**src/sv/assert_macros.svh**
```systemverilog
// ----------------------------------------------------------------------------
// Assertion macros
// Concurrent assertion wrappers; they compile to nothing in synthesis.
// ----------------------------------------------------------------------------
`ifndef ASSERT_MACROS_SVH
`define ASSERT_MACROS_SVH

`ifndef SYNTHESIS

// check on every clock edge outside reset
`define ASSERT_CLK(label, clk_sig, rst_n_sig, prop, msg) \
	label: assert property (@(posedge clk_sig) disable iff (!rst_n_sig) prop) else $error(msg);

// check on every clock edge, reset included
`define ASSERT_ALWAYS(label, clk_sig, prop, msg) \
	label: assert property (@(posedge clk_sig) prop) else $error(msg);

`else

`define ASSERT_CLK(label, clk_sig, rst_n_sig, prop, msg)
`define ASSERT_ALWAYS(label, clk_sig, prop, msg)

`endif

`endif

```
**src/sv/tapc_pkg.sv**
```systemverilog
// ----------------------------------------------------------------------------
// tapc_pkg
// Widths, register indexes and shared types of the three-axis PID controller.
// ----------------------------------------------------------------------------
package tapc_pkg;

	// sample and axis geometry
	localparam int SAMPLE_W   = 16;
	localparam int AXIS_COUNT = 3;
	localparam int NUM_AXES   = 3;

	// gains are unsigned Q8.8, limits signed 16 bit
	localparam int GAIN_W   = 16;
	localparam int LIM_W    = 16;
	localparam int LIMITS_W = NUM_AXES * LIM_W;
	localparam int FRAC_W   = 8;
	localparam int INT_W    = 32;

	// datapath widths
	localparam int ERR_W    = SAMPLE_W + 1;
	localparam int DIFF_W   = SAMPLE_W + 2;
	localparam int P_PROD_W = ERR_W + GAIN_W + 1;
	localparam int D_PROD_W = DIFF_W + GAIN_W + 1;
	localparam int P_W      = P_PROD_W - FRAC_W;
	localparam int D_W      = D_PROD_W - FRAC_W;
	localparam int ISUM_W   = ((INT_W > P_W) ? INT_W : P_W) + 1;
	localparam int DSUM_W   = ((D_W > INT_W) ? D_W : INT_W) + 2;

	// configuration port
	localparam int CFG_IDX_W  = 3;
	localparam int CFG_DATA_W = LIMITS_W;

	localparam logic [CFG_IDX_W-1:0] REG_GAIN_P   = 3'd0;
	localparam logic [CFG_IDX_W-1:0] REG_GAIN_I   = 3'd1;
	localparam logic [CFG_IDX_W-1:0] REG_GAIN_D   = 3'd2;
	localparam logic [CFG_IDX_W-1:0] REG_OUT_LIM  = 3'd3;
	localparam logic [CFG_IDX_W-1:0] REG_INT_LIM  = 3'd4;

	localparam logic [LIMITS_W-1:0] LIMITS_RESET = {NUM_AXES{1'b0, {(LIM_W-1){1'b1}}}};

	typedef logic signed [SAMPLE_W-1:0] sample_t;
	typedef logic signed [ERR_W-1:0]    err_t;
	typedef logic        [GAIN_W-1:0]   gain_t;
	typedef logic signed [LIM_W-1:0]    lim_t;
	typedef logic signed [INT_W-1:0]    integ_t;
	typedef logic signed [P_W-1:0]      pterm_t;
	typedef logic signed [D_W-1:0]      dterm_t;

	// scaled terms of one axis, handed from the product stage to the integrator
	typedef struct packed {
		pterm_t p;
		dterm_t d;
		pterm_t i;
	} terms_t;

endpackage

```
**src/sv/tapc_product.sv**
```systemverilog
// ----------------------------------------------------------------------------
// tapc_product
// Per-axis error, derivative difference and the three gain products, scaled
// by 2^-8 and registered into stage 2. Holds the previous error of the axis.
// ----------------------------------------------------------------------------
module tapc_product (
	input  logic               clk,
	input  logic               arst_n,
	input  logic               load,
	input  tapc_pkg::sample_t  measured,
	input  tapc_pkg::sample_t  goal,
	input  tapc_pkg::gain_t    gain_p,
	input  tapc_pkg::gain_t    gain_i,
	input  tapc_pkg::gain_t    gain_d,
	output tapc_pkg::terms_t   terms_s2
);

	tapc_pkg::err_t                          prev_err_q;
	tapc_pkg::err_t                          err;
	logic signed [tapc_pkg::DIFF_W-1:0]      diff;
	logic signed [tapc_pkg::GAIN_W:0]        gp;
	logic signed [tapc_pkg::GAIN_W:0]        gi;
	logic signed [tapc_pkg::GAIN_W:0]        gd;
	logic signed [tapc_pkg::P_PROD_W-1:0]    p_prod;
	logic signed [tapc_pkg::P_PROD_W-1:0]    i_prod;
	logic signed [tapc_pkg::D_PROD_W-1:0]    d_prod;
	tapc_pkg::terms_t                        terms;

	// error and its change since the last item
	always_comb begin
		err  = tapc_pkg::ERR_W'(goal) - tapc_pkg::ERR_W'(measured);
		diff = tapc_pkg::DIFF_W'(err) - tapc_pkg::DIFF_W'(prev_err_q);
	end

	// gains are unsigned: widen with a zero sign bit
	assign gp = $signed({1'b0, gain_p});
	assign gi = $signed({1'b0, gain_i});
	assign gd = $signed({1'b0, gain_d});

	// products, floored by the arithmetic shift
	always_comb begin
		p_prod  = tapc_pkg::P_PROD_W'(err) * tapc_pkg::P_PROD_W'(gp);
		i_prod  = tapc_pkg::P_PROD_W'(err) * tapc_pkg::P_PROD_W'(gi);
		d_prod  = tapc_pkg::D_PROD_W'(diff) * tapc_pkg::D_PROD_W'(gd);
		terms.p = tapc_pkg::P_W'(p_prod >>> tapc_pkg::FRAC_W);
		terms.i = tapc_pkg::P_W'(i_prod >>> tapc_pkg::FRAC_W);
		terms.d = tapc_pkg::D_W'(d_prod >>> tapc_pkg::FRAC_W);
	end

	// remember the error of the item that moves on
	always_ff @(posedge clk or negedge arst_n) begin
		if (!arst_n) begin
			prev_err_q <= '0;
		end else if (load) begin
			prev_err_q <= err;
		end
	end

	// stage 2 payload
	always_ff @(posedge clk) begin
		if (load) begin
			terms_s2 <= terms;
		end
	end

endmodule

```
**config.mk**
```make
export PLATFORM = sky130hd
export DESIGN_NAME = tapc_product
export DESIGN_NICKNAME = d
export VERILOG_FILES = /design/src/sv/assert_macros.svh /design/src/sv/tapc_pkg.sv /design/src/sv/tapc_product.sv
export SDC_FILE = /design/constraint.sdc
export NUM_CORES = 2
export LEC_CHECK = 0
export ABC_AREA = 1
export BUFFER_PORTS_ARGS = -buffer_cell sky130_fd_sc_hd__clkbuf_2
export CORE_UTILIZATION = 66
export DETAILED_ROUTE_END_ITERATION = 10
export PLACE_DENSITY = 0.84
export SLEW_MARGIN = 20
export SYNTH_ARGS = -nofsm -noshare
export SYNTH_HDL_FRONTEND = slang
export SYNTH_SLANG_ARGS = --single-unit
```
**constraint.sdc**
```tcl
create_clock -name clk -period 7.8 [get_ports clk]
set_input_delay 1.17 -clock clk [delete_from_list [all_inputs] [get_ports clk]]
set_output_delay 1.17 -clock clk [all_outputs]
set_load 0.01 [all_outputs]
```
==> metrics <==
Fmax=121.4 MHz; accumulated negative setup slack=-6814 ps; top-count cell post-synth=inv_1; fill count=3798; Clock Latency Late Sink=410 ps; Die ar.=59390 um2; CTS root buf=clkbuf_16; Top Ports=162; top cells by area, synth=fa_1, inv_1, nand2_1; area delta synth->final=19.14%; R2R depth=30; RSZ-0062 raised after global routing=true; vias in the first global route=36917; Final nets=6637; Final Hold Fails=0; CORE AREA=57700 um2; crit-path most repeated cell=fa_1; Max Cap Viol=0; yosys warns=0; final routed DRC violation total=0; Net Count, Synth=6129; All-Layer GR Usage=39.91%; Synth Register Bits=96; Synth area leader=fa_1; violated checks=setup timing; Post-synth EDFFs=79; Congestion Overflow GR=0; Max H-tree Level=3; CP max FO=4; gp weighted congestion=1.003; post-layout util=79.62%; CTS tree=yes; endpoints failing setup=24; async set or reset register ratio after synthesis=17.71%; Cells after DPL=6116; syn_area_per_cell=7.848 um2; drt total wl=115000 um; starting density of the core=66.83%; Hold Crit Class=register to register; via-per-instance ratio=5.587; Sequential Area=2798 um2; Final min period=8238 ps; status=finished, violations left; final worst path period share=105.6%; area taken by multi-input logic gates=32160 um2; Final Max Slew Viols=0; WS Path Type=input pin to register; relative slew slack=48.33%; Post-Synthesis Cells=4913; Vert. Die Dim=243.7 um; Place WS=-1014 ps; Routed Antenna Nets=0; share of the synthesized area in the top cell type=43.67%; initial antenna violation count=1; Pre-antenna DRT Iters=6; DR WL/cell=18.58 um; Seq/Total Area, Yosys=7.256%; TritonCTS buffer count=9; Post-Layout Cell Count=6191; Core Rows=88; Vias=34588; Min-Delay Path Depth=2; Worst-Margin Slew=774.3 ps; required time worst endpoint=7970 ps; post-DP HPWL=93960 um; largest net degree at the start of global routing=53; global-route wire length before repair=183600 um; share of cells above drive strength 1=20.70%; initial DRC count=3107; Slowest cell on crit path=fa_1; CTS sink count=96; Post-synth top flop=edfxtp_1; cts hold-fix bufs=0; overall die width=243.7 um; Post-Syn Area=38560 um2; Worst path max stage delay=520 ps; Critical Path AT=8410 ps; clock buffer depth=2; number of diodes=0; clk_skew=23.97 ps; clk slew on worst S/H paths=90 ps; synth cell count leaders=inv_1, nand2_1, fa_1; Setup crit start kind=input pin; endpoint type of the worst setup path=register; synth unique cells=48; Buffers on Ports=161; Final WS setup=-437.8 ps
-- metal layers --
metal	global-route usage, %	routed length, um
met5	0	11
met4	25.64	8676
met3	6.642	10250
met2	67.68	56170
met1	47.12	39920
-- repair_timing --
action	in CTS	in global routing
gates resized for setup	288	215
setup buffers	37	23
cloned	1	0
endpoints found under the setup margin	27	65
pin swaps	124	107
-- cell type report --
| class | instances | share of cell area (%) |
|---|---|---|
| clock buffers | 11 | 0.5066 |
| clock inverters | 5 | 0.09261 |
| inverters | 1367 | 11.25 |
| multi-input cells | 3311 | 70.01 |
| flip-flops and latches | 96 | 6.090 |
| well taps | 765 | 2.084 |
| repair buffers | 636 | 9.966 |
-- registers in the layout (all words and copies together), names as in the netlist --
name,cells
prev_err_q,17
terms_s2,79
-- through the flow --
| step | cell area, um2 | hold WS (ps) |
|---|---|---|
| after global placement | 43240 | 467.0 |
| after CTS | 44940 | 488.0 |
| final | 45940 | 487.5 |
| after floorplan | 38990 | 449.1 |
| after detailed placement | 43240 | 472.3 |
| after global routing | 45940 | 506.9 |
-- final timing paths --
kind	startpoint	to	slack (ps)
hold reg to reg	prev_err_q[10]	prev_err_q[10]	490
setup reg to reg	prev_err_q[0]	terms_s2[35]	980
hold / removal	prev_err_q[10]	prev_err_q[10]	490
max in group asynchronous	arst_n	prev_err_q[13]	6750
min in group asynchronous	arst_n	prev_err_q[0]	720
setup / recovery	goal[0]	terms_s2[35]	-440
-- cell families after synthesis --
family | Yosys count | synth area share, %
AO/OA/AOI/OAI | 245 | 3.391
XOR/XNOR | 61 | 1.386
adder cells (fa/ha/maj) | 1133 | 53.14
buffers and inverters | 1506 | 15.02
flip-flops | 96 | 7.256
AND/OR/NAND/NOR | 1872 | 19.80
-- worst max-delay path, delay by kind of cell --
family	cells	cell delay, ps
AOI/OAI and AO/OA	2	430
and+or+nand+nor	11	1090
adders and majority gates	10	4000
buffers and inverters	15	1430
xor gates and xnor gates	2	250
-- layout by cell type (no fill, tap or decap), types with 10 or more instances in the layout --
cell type / count
clkbuf_16: 10
a21oi_4: 13
nand4_1: 12
buf_6: 24
fa_1: 819
dfrtp_1: 17
nand2_4: 36
nand2_1: 959
a21oi_2: 42
fa_2: 22
o21bai_1: 11
inv_2: 61
buf_4: 444
nand2_2: 100
clkbuf_2: 159
nand3_1: 179
a21oi_1: 80
inv_1: 1291
edfxtp_1: 79
nor2_4: 33
o21ai_1: 14
o21ai_0: 59
nor2_2: 21
xor2_1: 46
ha_1: 239
nor3_1: 13
nand3_2: 27
ha_4: 52
nor2_1: 432
Power is left out: the tool's default activity adds up to more than one toggle a clock period on the data nets, which glitch-free logic cannot reach.
