==> src/sv/assert_macros.svh <==
// ----------------------------------------------------------------------------
// Assertion macros
// Concurrent assertion wrappers; they compile to nothing in synthesis.
// ----------------------------------------------------------------------------
`ifndef ASSERT_MACROS_SVH
`define ASSERT_MACROS_SVH

`ifndef SYNTHESIS

// check on every clock edge outside reset
`define ASSERT_CLK(label, clk_sig, rst_n_sig, prop, msg) \
	label: assert property (@(posedge clk_sig) disable iff (!rst_n_sig) prop) else $error(msg);

// check on every clock edge, reset included
`define ASSERT_ALWAYS(label, clk_sig, prop, msg) \
	label: assert property (@(posedge clk_sig) prop) else $error(msg);

`else

`define ASSERT_CLK(label, clk_sig, rst_n_sig, prop, msg)
`define ASSERT_ALWAYS(label, clk_sig, prop, msg)

`endif

`endif

==> src/sv/tapc_pkg.sv <==
// ----------------------------------------------------------------------------
// tapc_pkg
// Widths, register indexes and shared types of the three-axis PID controller.
// ----------------------------------------------------------------------------
package tapc_pkg;

	// sample and axis geometry
	localparam int SAMPLE_W   = 16;
	localparam int AXIS_COUNT = 3;
	localparam int NUM_AXES   = 3;

	// gains are unsigned Q8.8, limits signed 16 bit
	localparam int GAIN_W   = 16;
	localparam int LIM_W    = 16;
	localparam int LIMITS_W = NUM_AXES * LIM_W;
	localparam int FRAC_W   = 8;
	localparam int INT_W    = 32;

	// datapath widths
	localparam int ERR_W    = SAMPLE_W + 1;
	localparam int DIFF_W   = SAMPLE_W + 2;
	localparam int P_PROD_W = ERR_W + GAIN_W + 1;
	localparam int D_PROD_W = DIFF_W + GAIN_W + 1;
	localparam int P_W      = P_PROD_W - FRAC_W;
	localparam int D_W      = D_PROD_W - FRAC_W;
	localparam int ISUM_W   = ((INT_W > P_W) ? INT_W : P_W) + 1;
	localparam int DSUM_W   = ((D_W > INT_W) ? D_W : INT_W) + 2;

	// configuration port
	localparam int CFG_IDX_W  = 3;
	localparam int CFG_DATA_W = LIMITS_W;

	localparam logic [CFG_IDX_W-1:0] REG_GAIN_P   = 3'd0;
	localparam logic [CFG_IDX_W-1:0] REG_GAIN_I   = 3'd1;
	localparam logic [CFG_IDX_W-1:0] REG_GAIN_D   = 3'd2;
	localparam logic [CFG_IDX_W-1:0] REG_OUT_LIM  = 3'd3;
	localparam logic [CFG_IDX_W-1:0] REG_INT_LIM  = 3'd4;

	localparam logic [LIMITS_W-1:0] LIMITS_RESET = {NUM_AXES{1'b0, {(LIM_W-1){1'b1}}}};

	typedef logic signed [SAMPLE_W-1:0] sample_t;
	typedef logic signed [ERR_W-1:0]    err_t;
	typedef logic        [GAIN_W-1:0]   gain_t;
	typedef logic signed [LIM_W-1:0]    lim_t;
	typedef logic signed [INT_W-1:0]    integ_t;
	typedef logic signed [P_W-1:0]      pterm_t;
	typedef logic signed [D_W-1:0]      dterm_t;

	// scaled terms of one axis, handed from the product stage to the integrator
	typedef struct packed {
		pterm_t p;
		dterm_t d;
		pterm_t i;
	} terms_t;

endpackage

==> src/sv/tapc_integrate.sv <==
// ----------------------------------------------------------------------------
// tapc_integrate
// Per-axis integral update with upper limit and lower saturation, then the
// summed drive with its own clamps, registered as the result of the axis.
// ----------------------------------------------------------------------------
module tapc_integrate (
	input  logic               clk,
	input  logic               arst_n,
	input  logic               load,
	input  tapc_pkg::terms_t   terms,
	input  tapc_pkg::lim_t     int_limit,
	input  tapc_pkg::lim_t     out_limit,
	output tapc_pkg::sample_t  drive_q
);

	localparam logic signed [tapc_pkg::ISUM_W-1:0] IMIN =
		{{(tapc_pkg::ISUM_W - tapc_pkg::INT_W + 1){1'b1}}, {(tapc_pkg::INT_W-1){1'b0}}};
	localparam logic signed [tapc_pkg::DSUM_W-1:0] DMIN =
		{{(tapc_pkg::DSUM_W - tapc_pkg::SAMPLE_W + 1){1'b1}}, {(tapc_pkg::SAMPLE_W-1){1'b0}}};

	tapc_pkg::integ_t                      integral_q;
	logic signed [tapc_pkg::ISUM_W-1:0]    isum;
	logic signed [tapc_pkg::ISUM_W-1:0]    ilim;
	tapc_pkg::integ_t                      integ;
	logic signed [tapc_pkg::DSUM_W-1:0]    dsum;
	logic signed [tapc_pkg::DSUM_W-1:0]    olim;
	tapc_pkg::sample_t                     drive;

	// accumulate, clamp above by the limit, saturate below
	always_comb begin
		isum = tapc_pkg::ISUM_W'(integral_q) + tapc_pkg::ISUM_W'($signed(terms.i));
		ilim = tapc_pkg::ISUM_W'(int_limit);
		if (isum > ilim) begin
			integ = tapc_pkg::INT_W'(ilim);
		end else if (isum < IMIN) begin
			integ = tapc_pkg::INT_W'(IMIN);
		end else begin
			integ = tapc_pkg::INT_W'(isum);
		end
	end

	// sum the terms, clamp above by the limit, saturate below
	always_comb begin
		dsum = tapc_pkg::DSUM_W'($signed(terms.p)) + tapc_pkg::DSUM_W'($signed(terms.d))
			+ tapc_pkg::DSUM_W'(integ);
		olim = tapc_pkg::DSUM_W'(out_limit);
		if (dsum > olim) begin
			drive = tapc_pkg::SAMPLE_W'(olim);
		end else if (dsum < DMIN) begin
			drive = tapc_pkg::SAMPLE_W'(DMIN);
		end else begin
			drive = tapc_pkg::SAMPLE_W'(dsum);
		end
	end

	// integral state advances with the item
	always_ff @(posedge clk or negedge arst_n) begin
		if (!arst_n) begin
			integral_q <= '0;
		end else if (load) begin
			integral_q <= integ;
		end
	end

	// result register
	always_ff @(posedge clk) begin
		if (load) begin
			drive_q <= drive;
		end
	end

endmodule

==> config.mk <==
export PLATFORM = sky130hd
export DESIGN_NAME = tapc_integrate
export DESIGN_NICKNAME = d
export VERILOG_FILES = /design/src/sv/assert_macros.svh /design/src/sv/tapc_pkg.sv /design/src/sv/tapc_integrate.sv
export SDC_FILE = /design/constraint.sdc
export NUM_CORES = 1
export LEC_CHECK = 0
export BUFFER_PORTS_ARGS = -buffer_cell sky130_fd_sc_hd__buf_4
export CAP_MARGIN = 20
export CELL_PAD_IN_SITES_DETAIL_PLACEMENT = 0
export CELL_PAD_IN_SITES_GLOBAL_PLACEMENT = 2
export CORE_AREA = 2 2 160 162
export CTS_BUF_LIST = sky130_fd_sc_hd__clkbuf_8
export CTS_CLUSTER_SIZE = 20
export DETAILED_ROUTE_END_ITERATION = 8
export DIE_AREA = 0 0 162 164
export PLACE_DENSITY = 0.85
export SKIP_LAST_GASP = 1
export SYNTH_ARGS = -nofsm -noshare
export SYNTH_HDL_FRONTEND = slang
export SYNTH_SLANG_ARGS = --single-unit
==> constraint.sdc <==
create_clock -name clk -period 12.8 [get_ports clk]
set_input_delay 2.56 -clock clk [delete_from_list [all_inputs] [get_ports clk]]
set_output_delay 2.56 -clock clk [all_outputs]
set_load 0.02 [all_outputs]
==> key figures <==
Global route
  – Vias in the first global route: between 8000 and 9000
  – First-pass GRT wire length: 42900 um
  – Gr usage total: ~20%
  – Initial antenna violation count: 0
  – Largest net degree at the start of global routing: 49
  – Grt ovf: 0

Place
  – Gpl congestion: just under 0.9
  – PortBufs: 129
  – Detailed placement HPWL: about 22000 um

Worst setup path
  – CP max stage cell: nor4bb_1
  – Crit path launch type: primary input
  – CP peak stage delay: around 0.46 ns
  – Crit path required time: 12.87 ns
  – Reg2reg end: drive_q[10]
  – Max Fanout on Critical Path: 33
  – Crit path DAT: around 12 ns
  – WS Path Type: in -> reg
  – Crit. End Element: register
  – Crit path top cell by count: ha_1
  – Cells on worst reg2reg path: 42
  – Reg2reg setup slack: between 2 and 3 ns
  – R2R Path Start: integral_q[0]

Clock tree
  – H-tree Lvls: 2
  – Hold buffers post-CTS: 0
  – Postcts setup bufs: 0
  – TritonCTS clock tree: built
  – CTS Buffer Depth: 2
  – Post-cts repair resize count: 0
  – Total CTS buffers: 5
  – Clock Tree Root: clkbuf_8
  – Clock latency at the later pin of the worst-skew pair: around 0.34 ns
  – Reg clk slew, reported paths: 0.11 ns
  – CTS Sinks: 48

STA
  – Final worst-path cycle share: between 90 and 100%
  – Unrepaired setup endpoints after global routing: false
  – Slew Limit Headroom: a little over half
  – Slew Limit Fails: 0
  – Total negative slack: 0 ns
  – Worst slew pin tran: between 0.6 and 0.7 ns
  – Max Clock Freq: 83.1 MHz
  – Setup violators final: 0
  – Final hold vios: 0
  – Final Skew: between 0.02 and 0.03 ns
  – Min Clock Period, post-route: about 12 ns

Synth
  – Ys Warns: 0
  – Post-synthesis cell area: ~8600 um^2
  – Synth unique cells: 72
  – Syn Inst Count: ~1100
  – Fraction of registers with async set or reset after synthesis: roughly 67%
  – Avg Cell Area, Syn: between 7 and 8 um^2
  – Sequential fraction of the synthesis area: 14.9%
  – #FFs+latches synth: 48
  – Post-synthesis net count: 1367
  – Number of synthesized flops with an enable pin: 16
  – Top_reg_cell synth: dfrtp_1

Floorplanning
  – Io pins: 130
  – Die Footprint: 26600 um^2
  – Initial Util: approximately a third
  – Rows: 58
  – Die W: 162 um
  – Area of the core: 24800 um^2
  – Die Y: 164 um

Detailed routing
  – 1st-pass router iterations: 6
  – Final wirelength: roughly 26000 um
  – Via count: around 8200
  – DRC: 0
  – Vias/cell: 5.41
  – DRT iter0 DRCs: 496
  – Antenna Nets Post-Route: 0
  – Wirelength per Cell: around 17 um

Final layout
  – Highest-count cells in the layout ignoring fill and taps: buf_4 (137), ha_1 (129), nand2_1 (122), a21oi_1 (113), nor2_1 (98)
  – Area growth, synth to finish: 15.7%
  – Share of layout cells above drive strength 1: 16.0%
  – Final #Nets: 1464
  – Ant diodes: 0
  – Most common cell after layout, fill and taps aside: buf_4

Hold path
  – Hold endpoint: integral_q[19]
  – Hold Path Depth: 2
  – Min-delay worst type: reg -> reg
  – Worst hold start: integral_q[19]

Status
  – Run status: finished, final reports clean

Flow run
  – Max_cap viols: 0
-- layout make-up --
class                           count  area, um^2
Tap cell                          330         413
Fill cell                        2638       14900
Clock buffer                        6        82.6
Multi-Input combinational cell    919        6820
Clock inverter                      2        13.8
Timing Repair Buffer              137        1030
Sequential cell                    48        1280
Inverter                           76         285
-- stage by stage --
stage,setup slack (ns),area [um^2],instances,utilization [%],hold WS (ns)
floorplan,1.06,8580,1090,-,0.485
global placement,0.707,9830,1510,39.6,0.503
detailed placement,0.571,9830,1510,39.6,0.517
CTS,0.865,9920,1518,40.0,0.545
global route,0.0662,9920,1518,40.0,0.571
finish,0.770,9920,1518,40.0,0.538
-- Yosys cell counts, drive strengths merged, types with 4 or more instances --
| cell | count | area, um^2 |
|---|---|---|
| o21ai | 62 | 310 |
| a211oi | 13 | 97.6 |
| inv | 76 | 285 |
| xor2 | 16 | 140 |
| a31oi | 16 | 106 |
| nand3 | 18 | 90.1 |
| edfxtp | 16 | 480 |
| nand4 | 31 | 206 |
| and2 | 9 | 56.3 |
| o31ai | 17 | 173 |
| a31o | 4 | 35.0 |
| nor2b | 6 | 37.5 |
| nor2 | 98 | 368 |
| fa | 34 | 681 |
| nand2b | 6 | 37.5 |
| a21o | 34 | 255 |
| or2 | 5 | 31.3 |
| nand3b | 4 | 30.0 |
| clkbuf | 34 | 128 |
| mux2i | 6 | 60.1 |
| o21a | 11 | 82.6 |
| buf | 13 | 70.1 |
| or4 | 4 | 33.8 |
| ha | 129 | 1610 |
| and3 | 5 | 31.3 |
| nand2 | 122 | 458 |
| mux2 | 15 | 169 |
| a21oi | 114 | 571 |
| or3 | 4 | 25.0 |
| a22oi | 9 | 67.6 |
| xnor2 | 34 | 298 |
| o21bai | 15 | 113 |
| a2111oi | 4 | 35.0 |
| nor3 | 18 | 90.1 |
| o211ai | 8 | 60.1 |
| dfrtp | 32 | 801 |
| nor4 | 6 | 43.8 |
-- critical path: cells and delay by family --
| family | cells | cell delay, ns |
|---|---|---|
| compound gates | 20 | 4.01 |
| simple gates | 11 | 2.26 |
| fa+ha+maj | 6 | 1.93 |
| buf+inv | 5 | 0.90 |
| mux | 1 | 0.39 |
-- kinds of logic (layout without fill, tap and decap cells) --
group           after synthesis  in the layout  share of synthesized area (%)
compound gates              339            339                           25.7
xor+xnor                     50             50                           5.11
fa+ha+maj                   163            163                           26.8
buf+inv                     123            221                           5.63
flops                        48             48                           14.9
mux                          21             21                           2.67
simple gates                346            346                           19.2
-- layer usage --
| layer | wire [um] | GRT usage (%) | up-vias |
|---|---|---|---|
| li1 | - | - | 4168 |
| met1 | 12900 | 28.9 | 3816 |
| met2 | 12000 | 33.2 | 210 |
| met3 | 1280 | 2.53 | 13 |
| met4 | 291 | 3.38 | 0 |
| met5 | 0 | 0 | - |
-- how the worst max path moves through the flow --
stage	startpoint	to	slack, ns	cells after the start
final	terms[0]	drive_q[10]	0.77	43
after global routing	terms[15]	drive_q[9]	0.07	41
after CTS	terms[0]	drive_q[10]	0.86	43
after detailed placement	terms[0]	drive_q[14]	0.57	43
after global placement	terms[0]	drive_q[13]	0.71	43
after floorplan	terms[0]	drive_q[10]	1.06	44
-- state kept, by name, summed over array words and instances, names as in the netlist --
name        flops
drive_q        16
integral_q     32
Power is not shown: default switching activity piles up to over one toggle a cycle in this logic, so the estimate is an artifact.
